--- config.mk ---
export PLATFORM = sky130hd
export DESIGN_NAME = ordered_item_list_core
export DESIGN_NICKNAME = d
export VERILOG_FILES = /design/src/hw/rtl/oil_pkg.sv /design/src/hw/rtl/ordered_item_list_core.sv /design/src/hw/rtl/oil_datapath.sv /design/src/hw/rtl/oil_ctrl.sv
export VERILOG_INCLUDE_DIRS = /design/src /design/src/hw/rtl
export SDC_FILE = /design/constraint.sdc
export NUM_CORES = 1
export LEC_CHECK = 0
export BUFFER_PORTS_ARGS = -buffer_cell sky130_fd_sc_hd__clkbuf_2
export CAP_MARGIN = 20
export CELL_PAD_IN_SITES_DETAIL_PLACEMENT = 0
export CELL_PAD_IN_SITES_GLOBAL_PLACEMENT = 1
export CORE_AREA = 4 4 269 192
export CTS_CLUSTER_SIZE = 40
export DETAILED_ROUTE_END_ITERATION = 7
export DIE_AREA = 0 0 273 196
export PLACE_DENSITY = 0.83
export SETUP_SLACK_MARGIN = 0.1
export SYNTH_ARGS = -nofsm -noshare
export SYNTH_HDL_FRONTEND = slang
export SYNTH_SLANG_ARGS = --single-unit
--- constraint.sdc ---
create_clock -name clk_i -period 15.2 [get_ports clk_i]
set_input_delay 0.76 -clock clk_i [delete_from_list [all_inputs] [get_ports clk_i]]
set_output_delay 0.76 -clock clk_i [all_outputs]
set_load 0.005 [all_outputs]
--- src/hw/rtl/ordered_item_list_core_assert.svh ---
// Assertion macros used by the top-level RTL file.
`ifndef ORDERED_ITEM_LIST_CORE_ASSERT_SVH
`define ORDERED_ITEM_LIST_CORE_ASSERT_SVH

// Same-cycle implication, disabled while in reset.
`define OIL_ASSERT_IMP(lbl, clk, rst_n, ante, cons) \
  lbl: assert property (@(posedge clk) disable iff (!rst_n) (ante) |-> (cons)) \
    else $error("assertion failed");

// Next-cycle implication, disabled while in reset.
`define OIL_ASSERT_NXT(lbl, clk, rst_n, ante, cons) \
  lbl: assert property (@(posedge clk) disable iff (!rst_n) (ante) |=> (cons)) \
    else $error("assertion failed");

`endif

--- src/hw/rtl/oil_pkg.sv ---
package oil_pkg;

  localparam int unsigned DEPTH_DEF      = 16;
  localparam int unsigned VALUE_BITS_DEF = 32;

  typedef enum logic [2:0] {
    CMD_APPEND  = 3'd0,
    CMD_PREPEND = 3'd1,
    CMD_REMOVE  = 3'd2,
    CMD_FIND    = 3'd3,
    CMD_CLEAR   = 3'd4
  } cmd_e;

  typedef enum logic [1:0] {
    ST_OK        = 2'd0,
    ST_FULL      = 2'd1,
    ST_BAD       = 2'd2,
    ST_NOT_FOUND = 2'd3
  } status_e;

  typedef struct packed {
    cmd_e        cmd;
    logic [31:0] item_value;
    logic [3:0]  position;
  } request_t;

  typedef struct packed {
    status_e     status;
    logic [3:0]  found_position;
    logic        removed_valid;
    logic [31:0] removed_item;
    logic [4:0]  item_count;
    logic        last;
  } result_t;

  // Micro-operations issued by the controller to the datapath
  typedef enum logic [4:0] {
    OP_NONE,
    OP_LOAD,
    OP_APPEND,
    OP_INIT_TOP,
    OP_RD_BELOW,
    OP_WR_UP,
    OP_WR_FRONT,
    OP_RD_POS,
    OP_TAKE,
    OP_RD_ABOVE,
    OP_WR_DN,
    OP_RM_DONE,
    OP_STEP_DOWN,
    OP_RD_TOP,
    OP_CLR_POP,
    OP_EMIT_FULL,
    OP_EMIT_BAD,
    OP_EMIT_NOTFOUND,
    OP_EMIT_FOUND,
    OP_EMIT_OK
  } dp_op_e;

  typedef struct packed {
    cmd_e cmd;
    logic full;
    logic empty;
    logic pos_bad;
    logic idx_zero;
    logic above_end;
    logic one_left;
    logic match;
  } dp_stat_t;

endpackage

--- src/hw/rtl/ordered_item_list_core.sv ---
// Channel    Signals                  Handshake
// ---------  -----------------------  ---------------------------------------
// request    start, busy, req_i       taken at a clock edge with start & !busy
// result     res_valid_o, res_o       one-cycle strobe, cannot be held off
//
// A taken request first passes through a decode state. Append, errors,
// full and a clear of an empty list give their result from decode. Prepend,
// remove and find move one entry at a time through the entry memory, a read
// step and then a write or compare step per entry; clear gives one result per
// entry, popped from the top. Reset empties the list at once; entry contents
// are not cleared. busy stays high until the cycle of the final result.
`include "ordered_item_list_core_assert.svh"

module ordered_item_list_core #(
  parameter int unsigned DEPTH      = oil_pkg::DEPTH_DEF,
  parameter int unsigned VALUE_BITS = oil_pkg::VALUE_BITS_DEF
) (
  input  logic             clk_i,
  input  logic             rst_ni,
  input  logic             start,
  output logic             busy,
  input  oil_pkg::request_t req_i,
  output logic             res_valid_o,
  output oil_pkg::result_t res_o
);
  import oil_pkg::*;

  dp_op_e   op;
  dp_stat_t stat;

  oil_ctrl u_ctrl (
    .clk_i   (clk_i),
    .rst_ni  (rst_ni),
    .start_i (start),
    .stat_i  (stat),
    .op_o    (op),
    .busy_o  (busy)
  );

  oil_datapath #(
    .DEPTH      (DEPTH),
    .VALUE_BITS (VALUE_BITS)
  ) u_datapath (
    .clk_i       (clk_i),
    .rst_ni      (rst_ni),
    .req_i       (req_i),
    .op_i        (op),
    .stat_o      (stat),
    .res_o       (res_o),
    .res_valid_o (res_valid_o)
  );

  `OIL_ASSERT_NXT(a_accept_busy, clk_i, rst_ni, start && !busy, busy)
  `OIL_ASSERT_IMP(a_res_after_busy, clk_i, rst_ni, res_valid_o, $past(busy))
  `OIL_ASSERT_IMP(a_more_follows, clk_i, rst_ni, res_valid_o && !res_o.last, busy)
  `OIL_ASSERT_IMP(a_removed_ok, clk_i, rst_ni, res_valid_o && res_o.removed_valid, res_o.status == ST_OK)
  `OIL_ASSERT_IMP(a_count_bound, clk_i, rst_ni, res_valid_o, int'(res_o.item_count) <= DEPTH)

endmodule

--- src/hw/rtl/oil_datapath.sv ---
module oil_datapath #(
  parameter int unsigned DEPTH      = oil_pkg::DEPTH_DEF,
  parameter int unsigned VALUE_BITS = oil_pkg::VALUE_BITS_DEF
) (
  input  logic              clk_i,
  input  logic              rst_ni,
  input  oil_pkg::request_t req_i,
  input  oil_pkg::dp_op_e   op_i,
  output oil_pkg::dp_stat_t stat_o,
  output oil_pkg::result_t  res_o,
  output logic              res_valid_o
);
  import oil_pkg::*;

  localparam int unsigned CW = $clog2(DEPTH + 1);
  localparam int unsigned AW = $clog2(DEPTH);
  localparam int unsigned PW = (CW > 4) ? CW : 4;

  logic [VALUE_BITS-1:0] mem_q [DEPTH];

  cmd_e                  cmd_q;
  logic [VALUE_BITS-1:0] val_q;
  logic [3:0]            pos_q;
  logic [CW-1:0]         count_q, count_d;
  logic [CW-1:0]         idx_q, idx_d;
  logic [VALUE_BITS-1:0] rd_q;
  logic [VALUE_BITS-1:0] taken_q, taken_d;
  result_t               res_q, res_d;
  logic                  res_valid_q, res_valid_d;

  logic                  rd_en, wr_en;
  logic [AW-1:0]         rd_addr, wr_addr;
  logic [VALUE_BITS-1:0] wr_data;

  logic [CW-1:0]         idx_m1, idx_p1, cnt_m1, cnt_p1;
  logic [PW-1:0]         pos_ext, cnt_ext;

  status_e               st;
  logic [CW-1:0]         fpos;
  logic                  rmv, lst;
  logic [VALUE_BITS-1:0] rmi;
  logic [7:0]            cnt_w, fpos_w;
  logic [63:0]           rmi_w;

  assign idx_m1  = idx_q - 1'b1;
  assign idx_p1  = idx_q + 1'b1;
  assign cnt_m1  = count_q - 1'b1;
  assign cnt_p1  = count_q + 1'b1;
  assign pos_ext = PW'(pos_q);
  assign cnt_ext = PW'(count_q);

  always_comb begin
    stat_o.cmd       = cmd_q;
    stat_o.full      = (count_q == CW'(DEPTH));
    stat_o.empty     = (count_q == '0);
    stat_o.pos_bad   = (pos_ext >= cnt_ext);
    stat_o.idx_zero  = (idx_q == '0);
    stat_o.above_end = (idx_p1 >= count_q);
    stat_o.one_left  = (count_q == CW'(1));
    stat_o.match     = (rd_q == val_q);
  end

  always_comb begin
    count_d     = count_q;
    idx_d       = idx_q;
    taken_d     = taken_q;
    rd_en       = 1'b0;
    rd_addr     = '0;
    wr_en       = 1'b0;
    wr_addr     = '0;
    wr_data     = val_q;
    res_valid_d = 1'b0;
    st          = ST_OK;
    fpos        = '0;
    rmv         = 1'b0;
    rmi         = '0;
    lst         = 1'b1;
    case (op_i)
      OP_APPEND: begin
        wr_en       = 1'b1;
        wr_addr     = count_q[AW-1:0];
        count_d     = cnt_p1;
        res_valid_d = 1'b1;
      end
      OP_INIT_TOP: idx_d = count_q;
      OP_RD_BELOW: begin
        rd_en   = 1'b1;
        rd_addr = idx_m1[AW-1:0];
      end
      OP_WR_UP: begin
        wr_en   = 1'b1;
        wr_addr = idx_q[AW-1:0];
        wr_data = rd_q;
        idx_d   = idx_m1;
      end
      OP_WR_FRONT: begin
        wr_en       = 1'b1;
        wr_addr     = '0;
        count_d     = cnt_p1;
        res_valid_d = 1'b1;
      end
      OP_RD_POS: begin
        rd_en   = 1'b1;
        rd_addr = pos_ext[AW-1:0];
        idx_d   = pos_ext[CW-1:0];
      end
      OP_TAKE: taken_d = rd_q;
      OP_RD_ABOVE: begin
        rd_en   = 1'b1;
        rd_addr = idx_p1[AW-1:0];
      end
      OP_WR_DN: begin
        wr_en   = 1'b1;
        wr_addr = idx_q[AW-1:0];
        wr_data = rd_q;
        idx_d   = idx_p1;
      end
      OP_RM_DONE: begin
        count_d     = cnt_m1;
        rmv         = 1'b1;
        rmi         = taken_q;
        res_valid_d = 1'b1;
      end
      OP_STEP_DOWN: idx_d = idx_m1;
      OP_RD_TOP: begin
        rd_en   = 1'b1;
        rd_addr = cnt_m1[AW-1:0];
      end
      OP_CLR_POP: begin
        // top entry was read the cycle before
        count_d     = cnt_m1;
        rmv         = 1'b1;
        rmi         = rd_q;
        lst         = (cnt_m1 == '0);
        res_valid_d = 1'b1;
      end
      OP_EMIT_FULL: begin
        st          = ST_FULL;
        res_valid_d = 1'b1;
      end
      OP_EMIT_BAD: begin
        st          = ST_BAD;
        res_valid_d = 1'b1;
      end
      OP_EMIT_NOTFOUND: begin
        st          = ST_NOT_FOUND;
        res_valid_d = 1'b1;
      end
      OP_EMIT_FOUND: begin
        fpos        = idx_m1;
        res_valid_d = 1'b1;
      end
      OP_EMIT_OK: res_valid_d = 1'b1;
      default: ;
    endcase

    cnt_w  = 8'(count_d);
    fpos_w = 8'(fpos);
    rmi_w  = 64'(rmi);
    res_d.status         = st;
    res_d.found_position = fpos_w[3:0];
    res_d.removed_valid  = rmv;
    res_d.removed_item   = rmi_w[31:0];
    res_d.item_count     = cnt_w[4:0];
    res_d.last           = lst;
  end

  always_ff @(posedge clk_i or negedge rst_ni) begin
    if (!rst_ni) begin
      count_q     <= '0;
      idx_q       <= '0;
      res_valid_q <= 1'b0;
    end else begin
      count_q     <= count_d;
      idx_q       <= idx_d;
      res_valid_q <= res_valid_d;
    end
  end

  always_ff @(posedge clk_i) begin
    if (op_i == OP_LOAD) begin
      cmd_q <= req_i.cmd;
      val_q <= VALUE_BITS'(req_i.item_value);
      pos_q <= req_i.position;
    end
    taken_q <= taken_d;
    if (res_valid_d) begin
      res_q <= res_d;
    end
  end

  always_ff @(posedge clk_i) begin
    if (wr_en) begin
      mem_q[wr_addr] <= wr_data;
    end
    if (rd_en) begin
      rd_q <= mem_q[rd_addr];
    end
  end

  assign res_o       = res_q;
  assign res_valid_o = res_valid_q;

endmodule

--- src/hw/rtl/oil_ctrl.sv ---
module oil_ctrl (
  input  logic              clk_i,
  input  logic              rst_ni,
  input  logic              start_i,
  input  oil_pkg::dp_stat_t stat_i,
  output oil_pkg::dp_op_e   op_o,
  output logic              busy_o
);
  import oil_pkg::*;

  typedef enum logic [3:0] {
    S_IDLE,
    S_DECODE,
    S_PRE_CHK,
    S_PRE_WR,
    S_RM_TAKE,
    S_RM_CHK,
    S_RM_WR,
    S_FIND_CHK,
    S_FIND_CMP,
    S_CLR_RD,
    S_CLR_POP
  } state_e;

  state_e state_q, state_d;

  always_comb begin
    state_d = state_q;
    op_o    = OP_NONE;
    case (state_q)
      S_IDLE: begin
        if (start_i) begin
          op_o    = OP_LOAD;
          state_d = S_DECODE;
        end
      end
      S_DECODE: begin
        state_d = S_IDLE;
        case (stat_i.cmd)
          CMD_APPEND: op_o = stat_i.full ? OP_EMIT_FULL : OP_APPEND;
          CMD_PREPEND: begin
            if (stat_i.full) begin
              op_o = OP_EMIT_FULL;
            end else begin
              op_o    = OP_INIT_TOP;
              state_d = S_PRE_CHK;
            end
          end
          CMD_REMOVE: begin
            if (stat_i.pos_bad) begin
              op_o = OP_EMIT_BAD;
            end else begin
              op_o    = OP_RD_POS;
              state_d = S_RM_TAKE;
            end
          end
          CMD_FIND: begin
            op_o    = OP_INIT_TOP;
            state_d = S_FIND_CHK;
          end
          CMD_CLEAR: begin
            if (stat_i.empty) begin
              op_o = OP_EMIT_OK;
            end else begin
              op_o    = OP_RD_TOP;
              state_d = S_CLR_POP;
            end
          end
          default: op_o = OP_EMIT_BAD;
        endcase
      end
      // shift up from the top, then drop the new value into slot 0
      S_PRE_CHK: begin
        if (stat_i.idx_zero) begin
          op_o    = OP_WR_FRONT;
          state_d = S_IDLE;
        end else begin
          op_o    = OP_RD_BELOW;
          state_d = S_PRE_WR;
        end
      end
      S_PRE_WR: begin
        op_o    = OP_WR_UP;
        state_d = S_PRE_CHK;
      end
      S_RM_TAKE: begin
        op_o    = OP_TAKE;
        state_d = S_RM_CHK;
      end
      S_RM_CHK: begin
        if (stat_i.above_end) begin
          op_o    = OP_RM_DONE;
          state_d = S_IDLE;
        end else begin
          op_o    = OP_RD_ABOVE;
          state_d = S_RM_WR;
        end
      end
      S_RM_WR: begin
        op_o    = OP_WR_DN;
        state_d = S_RM_CHK;
      end
      // search from the top down so the highest match wins
      S_FIND_CHK: begin
        if (stat_i.idx_zero) begin
          op_o    = OP_EMIT_NOTFOUND;
          state_d = S_IDLE;
        end else begin
          op_o    = OP_RD_BELOW;
          state_d = S_FIND_CMP;
        end
      end
      S_FIND_CMP: begin
        if (stat_i.match) begin
          op_o    = OP_EMIT_FOUND;
          state_d = S_IDLE;
        end else begin
          op_o    = OP_STEP_DOWN;
          state_d = S_FIND_CHK;
        end
      end
      S_CLR_RD: begin
        op_o    = OP_RD_TOP;
        state_d = S_CLR_POP;
      end
      S_CLR_POP: begin
        op_o    = OP_CLR_POP;
        state_d = stat_i.one_left ? S_IDLE : S_CLR_RD;
      end
      default: state_d = S_IDLE;
    endcase
  end

  always_ff @(posedge clk_i or negedge rst_ni) begin
    if (!rst_ni) begin
      state_q <= S_IDLE;
    end else begin
      state_q <= state_d;
    end
  end

  assign busy_o = (state_q != S_IDLE);

endmodule

==> summary.md, run 1 <==
| Metric | Value |
|---|---|
| Crit share post-route | `between 30% and 40%` |
| Initial Util | `56.75%` |
| Worst r2r path cells | `14` |
| Slew HR | `25.86%` |
| I/O Buffers | `just under 90` |
| Ys async rst share | `2.222%` |
| Clk Latency, worst-skew pair | `630 ps` |
| RR Endpoint | `u_datapath.rd_q[30]$_DFFE_PN_` |
| DP Wirelength | `37.37 mm` |
| Main flop type after synthesis | `edfxtp_1` |
| CTS Hold Buffers Added | `0` |
| CTS tree | `built` |
| Crit-path slowest cell | `buf_4` |
| CP max FO | `65` |
| Fin Setup TNS | `0 ps` |
| Via count | `15,892` |
| Total gr overflow | `0` |
| Fin Hold WS | `82.58 ps` |
| Width of the chip | `273 um` |
| Hold/Removal Path Class | `input port to asynchronous set/reset pin` |
| Netlist Area Pre-Place | `27,760 um^2` |
| DRC viols | `0` |
| Leakage power | `11.82 nW` |
| Yosys warnings | `0` |
| Sequential fraction of the synthesis area | `72.74%` |
| Pin count of the biggest net entering global routing | `137` |
| Initial DRT Pass Iterations | `7` |
| CTS resizes | `0` |
| Max Freq | `around 180 MHz` |
| Slew @ Worst Pin | `1112 ps` |
| Num rows | `just under 70` |
| Vias in the first global route | `15,352` |
| Share of cells above drive strength 1 | `between 15 and 20%` |
| Max-cap violations | `0` |
| Fin. Hold Viols | `0` |
| Final core occ | `63.37%` |
| Power per Cell Area | `229.8 nW/um^2` |
| Post-Layout Cell Count | `between 2,000 and 3,000` |
| Io pins | `89` |
| Synthesized net count | `1,793` |
| Antenna violations before repair | `0` |
| Die ar. | `around 54,000 um^2` |
| Critical Path AT | `6030 ps` |
| Peak supply drop | `0.0002283 V` |
| CTS Buf Count | `60` |
| # nets final | `~1,900` |
| GP Congestion | `0.9010` |
| RR Startpoint | `u_datapath.idx_q[0]$_DFFE_PN0P_` |
| CTS Sinks | `between 600 and 700` |
| Final slew viol count | `0` |
| Final setup violation count | `0` |
| Setup CP Type | `flop to flop` |
| Mean Syn Cell Area | `16.00 um^2` |
| Htree depth | `2` |
| Root Buffer | `clkbuf_16` |
| Post-CTS setup buffer count | `0` |
| WL per Instance | `approximately 26 um` |
| Inst Count DP | `2,416` |
| ANT nets after route | `0` |
| Unrepaired setup endpoints after global routing | `false` |
| Final setup margin | `9506 ps` |
| Status | `completed` |
| WP data required | `15,540 ps` |
| EDFF count, synth | `between 600 and 700` |
| CTS clk-pin slew, worst paths | `70 ps` |
| First-pass GRT wire length | `98.45 mm` |
| Clock buffer depth | `3` |
| N_diodes | `0` |
| Core footprint | `48,920 um^2` |
| Post-Route WL | `66.58 mm` |
| Total GRT Usage | `24.76%` |
| Post-layout min period | `around 5700 ps` |
| Die Y | `around 200 um` |
| Post-synth cell types | `75` |
| Largest stage delay, worst path | `920 ps` |
| Dpl ws | `8850 ps` |
| Layout area overhead | `11.66%` |
| Endpoint type of the worst setup path | `flop` |
| Post-Syn Instances | `1,735` |
| Startpoint types | `flop` |
| Worst R2R Setup Slack | `between 9000 and 10,000 ps` |
| Initial DRC Count | `between 1,500 and 2,000` |
| Worst Clk Skew | `19.23 ps` |
| #FFs+latches synth | `around 680` |
| Via/cell ratio | `~6.3` |
| CP cell instances | `inv_1 > ha_1 > ha_1 > nand2_1 > o21ai_1 > nand4_1 > nand3_2 > or3_1 > o21a_4 > buf_4 > mux2i_1 > mux2i_1 > nand4_1 > o221ai_1` |
worst max-delay path, delay by kind of cell (launching register included):
kind / cells / cell delay (ps)
multiplexers: 2 / 490
adder cells (fa/ha/maj): 2 / 790
flip-flops: 1 / 580
AND/OR/NAND/NOR: 5 / 1230
buffers and inverters: 2 / 1110
AO/OA/AOI/OAI: 3 / 1120
cells in the mapped netlist (15+ instances only):
cell type / instances / area (um^2)
xor2_1: 34 / 297.8
nor2_1: 41 / 153.9
ha_1: 16 / 200.2
o2111ai_1: 31 / 271.5
buf_2: 27 / 135.1
mux2_2: 32 / 360.4
clkbuf_1: 42 / 157.7
a221oi_1: 32 / 280.3
mux2i_1: 251 / 2512
nand4_1: 36 / 225.2
edfxtp_1: 660 / 19820
nand3_1: 51 / 255.2
o21ai_1: 35 / 175.2
dfrtp_1: 15 / 375.4
a22o_1: 32 / 280.3
nand2_1: 198 / 743.2
worst max path at each step:
| stage | to | slack [ps] | startpoint | depth (start not counted) |
|---|---|---|---|---|
| after floorplan | u_datapath.res_o[0]$_SDFFCE_PP1P_ | 10110 | start | 6 |
| after global placement | u_datapath.mem_q[1][16]$_DFFE_PP_ | 9010 | u_datapath.idx_q[0]$_DFFE_PN0P_ | 13 |
| after detailed placement | u_datapath.mem_q[1][16]$_DFFE_PP_ | 8850 | u_datapath.idx_q[0]$_DFFE_PN0P_ | 13 |
| after CTS | u_datapath.mem_q[1][22]$_DFFE_PP_ | 8850 | u_datapath.idx_q[0]$_DFFE_PN0P_ | 13 |
| after global routing | u_datapath.rd_q[0]$_DFFE_PN_ | 9170 | u_datapath.idx_q[0]$_DFFE_PN0P_ | 14 |
| final | u_datapath.rd_q[30]$_DFFE_PN_ | 9510 | u_datapath.idx_q[0]$_DFFE_PN0P_ | 14 |
cells in the final DEF, fill, tap and decap left out, drive strengths merged, types with 4 or more instances in the layout:
cell type and n:
a2111oi 4, o21a 6, nand3 51, inv 17, a31oi 8, edfxtp 660, and2 4, nand3b 4
nand2 198, nor2 43, bufinv 7, nor4 11, ha 16, mux2i 251, o211ai 6, mux2 32
o21ai 49, clkinv 26, xnor2 11, a211oi 4, xor2 34, nand2b 7, clkbuf 160, nor3 10
a221oi 34, nand4 36, a21oi 13, o2111ai 31, dfrtp 15, a22o 32, buf 35
registers in the layout, summed over array words and instances, names as in the netlist:
name	count
u_datapath.cnt_ext	5
u_datapath.res_o	45
u_datapath.mem_q	512
u_datapath.val_q	32
u_datapath.idx_q	5
u_datapath.cmd_q	3
u_datapath.rd_q	32
u_datapath.taken_q	32
u_datapath.pos_q	4
u_datapath.res_valid_o	1
u_ctrl.state_q	4
cell type report:
class	instances	area, um^2
fillers	3427	17920
clock inverters	37	380.4
multi-input cells	944	7156
well taps	665	832.0
clock buffers	72	1546
inverters	16	60.06
repair buffers	123	833.3
flip-flops and latches	675	20190
through the flow:
step	total power [mW]	area, um^2
2_1_floorplan	4.703	27760
3_3_place_gp	5.539	28910
3_5_place_dp	5.597	28910
4_1_cts	7.093	30830
5_1_grt	7.464	31000
6_report	7.123	31000
layer usage:
layer  routed length, um  vias up  global-route usage, %  share of wire (%)
li1                    -     6952                      -                  -
met1               30620     8136                  38.26                 46
met2               29290      705                  36.55                 44
met3                5479       99                  5.147                8.2
met4                1190        0                  5.879                1.8
met5                   0        -                      0                  0
kinds of logic (layout without fill, tap and decap cells):
logic type | count (synthesis) | in the layout | share of synthesized area [%]
DFF | 675 | 675 | 72.74
and+or+nand+nor | 381 | 381 | 6.368
muxes | 283 | 283 | 10.35
adders and majority gates | 16 | 16 | 0.7210
buffers and inverters | 116 | 248 | 2.177
xor gates and xnor gates | 45 | 45 | 1.420
AOI/OAI and AO/OA | 219 | 219 | 6.233
power by group:
group	leakage, nW	switching, mW	internal (mW)
Combinational	4.71	1.83	0.859
Sequential	6.18	0.206	2.73
Clock	0.936	0.656	0.843
Total	11.8	2.69	4.43
(Power assumes the default switching activity.)
==> run 2, diff against run 1 <==
ABC_AREA = 1   (was default)
CORE_AREA = 4 4 298 212   (was 4 4 269 192)
DIE_AREA = 0 0 302 216   (was 0 0 273 196)
PLACE_DENSITY = 0.78   (was 0.83)
clock period = 5.9 ns   (was 15.2 ns; I/O delays follow)
==> run 2 against run 1 <==
Effect of this change: flip-flop and latch count is the same; count of clock-buffer cells in the layout grew 18; critical path type unchanged; clock power grew to 2.8 times the previous value; fmax grew 19%; sequential power grew to 2.5 times the previous value; non-clock buffer count grew 80; routed wire length grew 23%; synthesized area grew 7.9%; die area grew 22%; setup slack lost 8400 ps; combinational power grew to 2.9 times the previous value.
==> summary.md, run 2 <==
| Metric | Value |
|---|---|
| CP max FO | `22 (-66%)` |
| Synth area leaders | `edfxtp_1 66%, nand3_1 10%, nand2_1 6.4%, inv_1 5.6%, nand3b_1 2.5%` |
| Final slew viol count | `0 (unchanged)` |
| Num rows | `75 (+10%)` |
| Leakage power | `13.72 nW (+16%)` |
| Stages on the worst setup path | `14 (unchanged)` |
| Area share of the largest cell type after synthesis | `66.16% (-5.2 points)` |
| Total GRT Usage | `25.03% (+0.27 points)` |
| Startpoint types | `flop` |
| GP Congestion | `0.9296 (+3.2%)` |
| Post-synth cell types | `37 (-51%)` |
| Die Y | `216 um (+10%)` |
| Share of cells above drive strength 1 | `10.21% (-4.9 points)` |
| Layout area overhead | `13.79%` |
| Bufs and invs on worst path | `2 (unchanged)` |
| ANT nets after route | `0 (unchanged)` |
| Pin count of the biggest net entering global routing | `199 (+45%)` |
| Worst Clk Skew | `21.63 ps (+2.401 ps)` |
| Setup CP Type | `flop to flop` |
| I/O Buffers | `88 (unchanged)` |
| N_diodes | `0 (unchanged)` |
| Largest register FFs | `512 (unchanged)` |
| Status | `completed` |
| Root Buffer | `clkbuf_16` |
| Slew @ Worst Pin | `1179 ps (+66.57 ps)` |
| Crit path capture | `u_datapath.mem_q[1][28]$_DFFE_PP_` |
| CTS Sinks | `675 (unchanged)` |
| CTS clk-pin slew, worst paths | `60 ps (about the same)` |
| Post-Route WL | `81.66 mm (+23%)` |
| # nets final | `2,945 (+57%)` |
| Total power | `19.53 mW (+170%)` |
| Most frequent cells in the layout | `660 x edfxtp_1, 624 x nand3_1, 511 x nand2_1` |
| EDFF count, synth | `660 (unchanged)` |
| Initial DRC Count | `2,290 (+26%)` |
| CTS Buf Count | `67 (+12%)` |
| Io pins | `89 (unchanged)` |
| Hold/Removal Path Class | `input port to asynchronous set/reset pin` |
| Peak supply drop | `0.0005195 V (+130%)` |
| Post-layout min period | `4804 ps (-889.9 ps)` |
| Worst r2r path cells | `14 (unchanged)` |
| Netlist Area Pre-Place | `29,960 um^2 (+7.9%)` |
| RR Startpoint | `u_datapath.rd_q[4]$_DFFE_PN_` |
| Core footprint | `59,870 um^2 (+22%)` |
| Initial DRT Pass Iterations | `6 (-1)` |
| Unrepaired setup endpoints after global routing | `false` |
| Power per Cell Area | `572.9 nW/um^2 (+150%)` |
| Post-CTS setup buffer count | `0 (unchanged)` |
| Critical Path AT | `5090 ps (-940 ps)` |
| Commonest non-fill, non-tap cell in the layout | `edfxtp_1` |
| Ys async rst share | `2.222% (unchanged)` |
| Max-cap violations | `0 (unchanged)` |
| Crit path max-delay family | `simple AND/OR/NAND/NOR gates` |
| Vias in the first global route | `19,880 (+29%)` |
| Sequential fraction of the synthesis area | `67.41% (-5.3 points)` |
| Slew HR | `20.90% (-5.0 points)` |
| Max Freq | `208.2 MHz (+19%)` |
| Largest stage delay, worst path | `750 ps (-170 ps)` |
| CTS Hold Buffers Added | `41 (+41)` |
| Fin. Hold Viols | `0 (unchanged)` |
| CTS resizes | `0 (unchanged)` |
| Fin Setup TNS | `0 ps (unchanged)` |
| CP dominant cell by count | `nand2_1` |
| Clk Latency, worst-skew pair | `600 ps (-30 ps)` |
| DP Wirelength | `48.04 mm (+29%)` |
| Yosys warnings | `0 (unchanged)` |
| Htree depth | `3 (+1)` |
| Main flop type after synthesis | `edfxtp_1` |
| Worst R2R Setup Slack | `1100 ps (-8410 ps)` |
| WL per Instance | `21.80 um (-17%)` |
| Antenna violations before repair | `0 (unchanged)` |
| Yosys top cell by area | `edfxtp_1` |
| Initial Util | `50.04% (-6.7 points)` |
| Via/cell ratio | `5.543 (-12%)` |
| Mean Syn Cell Area | `10.84 um^2 (-32%)` |
| Largest Register | `u_datapath.mem_q` |
| CTS tree | `built` |
| Via count | `20,757 (+31%)` |
| Total gr overflow | `0 (unchanged)` |
| Crit-path slowest cell | `nor2_4` |
| Synthesized net count | `2,821 (+57%)` |
| Die ar. | `65,230 um^2 (+22%)` |
| Most common library cells after synthesis | `660 x edfxtp_1, 625 x nand3_1, 511 x nand2_1` |
| Final Instance Area | `34,090 um^2 (+10%)` |
| CP cell instances | `xnor2_1 > nand2_1 > nor2_1 > nand2_1 > nor2_1 > nand2_1 > a21oi_1 > nand2_1 > nor2_1 > inv_1 > a21oi_1 > nand2_1 > nor2_4 > buf_4` |
| Width of the chip | `302 um (+11%)` |
| #FFs+latches synth | `675 (unchanged)` |
| Crit share post-route | `81.43% (+44 points)` |
| Final setup violation count | `0 (unchanged)` |
| Clock buffer depth | `3 (unchanged)` |
| DRC viols | `0 (unchanged)` |
| Worst setup path start | `u_datapath.rd_q[4]$_DFFE_PN_` |
| Post-Syn Instances | `2,763 (+59%)` |
| RR Endpoint | `u_datapath.mem_q[1][28]$_DFFE_PP_` |
| Placed standard-cell area | `31,550 um^2 (+9.2%)` |
| Most frequent cell after synthesis | `edfxtp_1` |
| Endpoint type of the worst setup path | `flop` |
| First-pass GRT wire length | `123.8 mm (+26%)` |
| WP data required | `6180 ps (-9360 ps)` |
run 2: worst min path at each step:
| stage | start | endpoint | cells past startpoint |
|---|---|---|---|
| detailed placement | rst_ni | u_ctrl.state_q[1]$_DFFE_PN0P_ | 1 |
| global route | rst_ni | u_ctrl.state_q[2]$_DFFE_PN0P_ | 2 |
| finish | rst_ni | u_ctrl.state_q[2]$_DFFE_PN0P_ | 2 |
| CTS | rst_ni | u_ctrl.state_q[2]$_DFFE_PN0P_ | 2 |
| floorplan | rst_ni | u_ctrl.state_q[0]$_DFFE_PN0P_ | 0 |
| global placement | rst_ni | u_ctrl.state_q[1]$_DFFE_PN0P_ | 1 |
run 2: routing by layer:
metal	global-route usage, %	routed length [um]
met5	0	0
met4	6.953	2199
met3	4.079	6288
met2	38.64	36990
met1	37.00	36180
run 2: final cells by class:
cell class | count | area [um^2]
Fill cell | 5070 | 25780
Inverter | 455 | 1718
Multi-Input combinational cell | 1485 | 7505
Tap cell | 808 | 1011
Clock inverter | 29 | 285.3
Timing Repair Buffer | 203 | 1560
Clock buffer | 90 | 1815
Sequential cell | 675 | 20190
run 2: worst reg2reg max path: cells and delay by family (launching register included):
kind,cells,cell delay [ps]
buffers and inverters,2,560
AOI/OAI and AO/OA,2,560
and+or+nand+nor,9,2320
DFF,1,480
xor gates and xnor gates,1,550
run 2: metrics by stage:
| step | utilization, % | setup slack [ps] | hold WS, ps | cells |
|---|---|---|---|---|
| finish | 56.94 | 1096 | 240.0 | 3745 |
| global route | 56.94 | 772.7 | 254.4 | 3745 |
| CTS | 56.89 | 1228 | 190.3 | 3743 |
| detailed placement | 52.70 | 1264 | 299.1 | 3583 |
| global placement | 52.68 | 1282 | 296.8 | 3582 |
| floorplan | - | 770.3 | -0.5911 | 2763 |
run 2: cell families after synthesis:
kind of cell / after synthesis / share of synthesized area [%]
flip-flops: 675 / 67.41
AND/OR/NAND/NOR: 1332 / 20.77
XOR/XNOR: 33 / 0.9648
adder cells (fa/ha/maj): 16 / 0.6682
buffers and inverters: 603 / 8.157
AO/OA/AOI/OAI: 104 / 2.030
run 2: where the power goes:
| part | internal, mW | total [mW] | switching, mW | leakage, nW |
|---|---|---|---|---|
| Combinational | 2.21 | 7.90 | 5.70 | 6.51 |
| Sequential | 7.01 | 7.46 | 0.451 | 6.19 |
| Clock | 2.36 | 4.16 | 1.81 | 1.02 |
| Total | 11.6 | 19.5 | 7.95 | 13.7 |
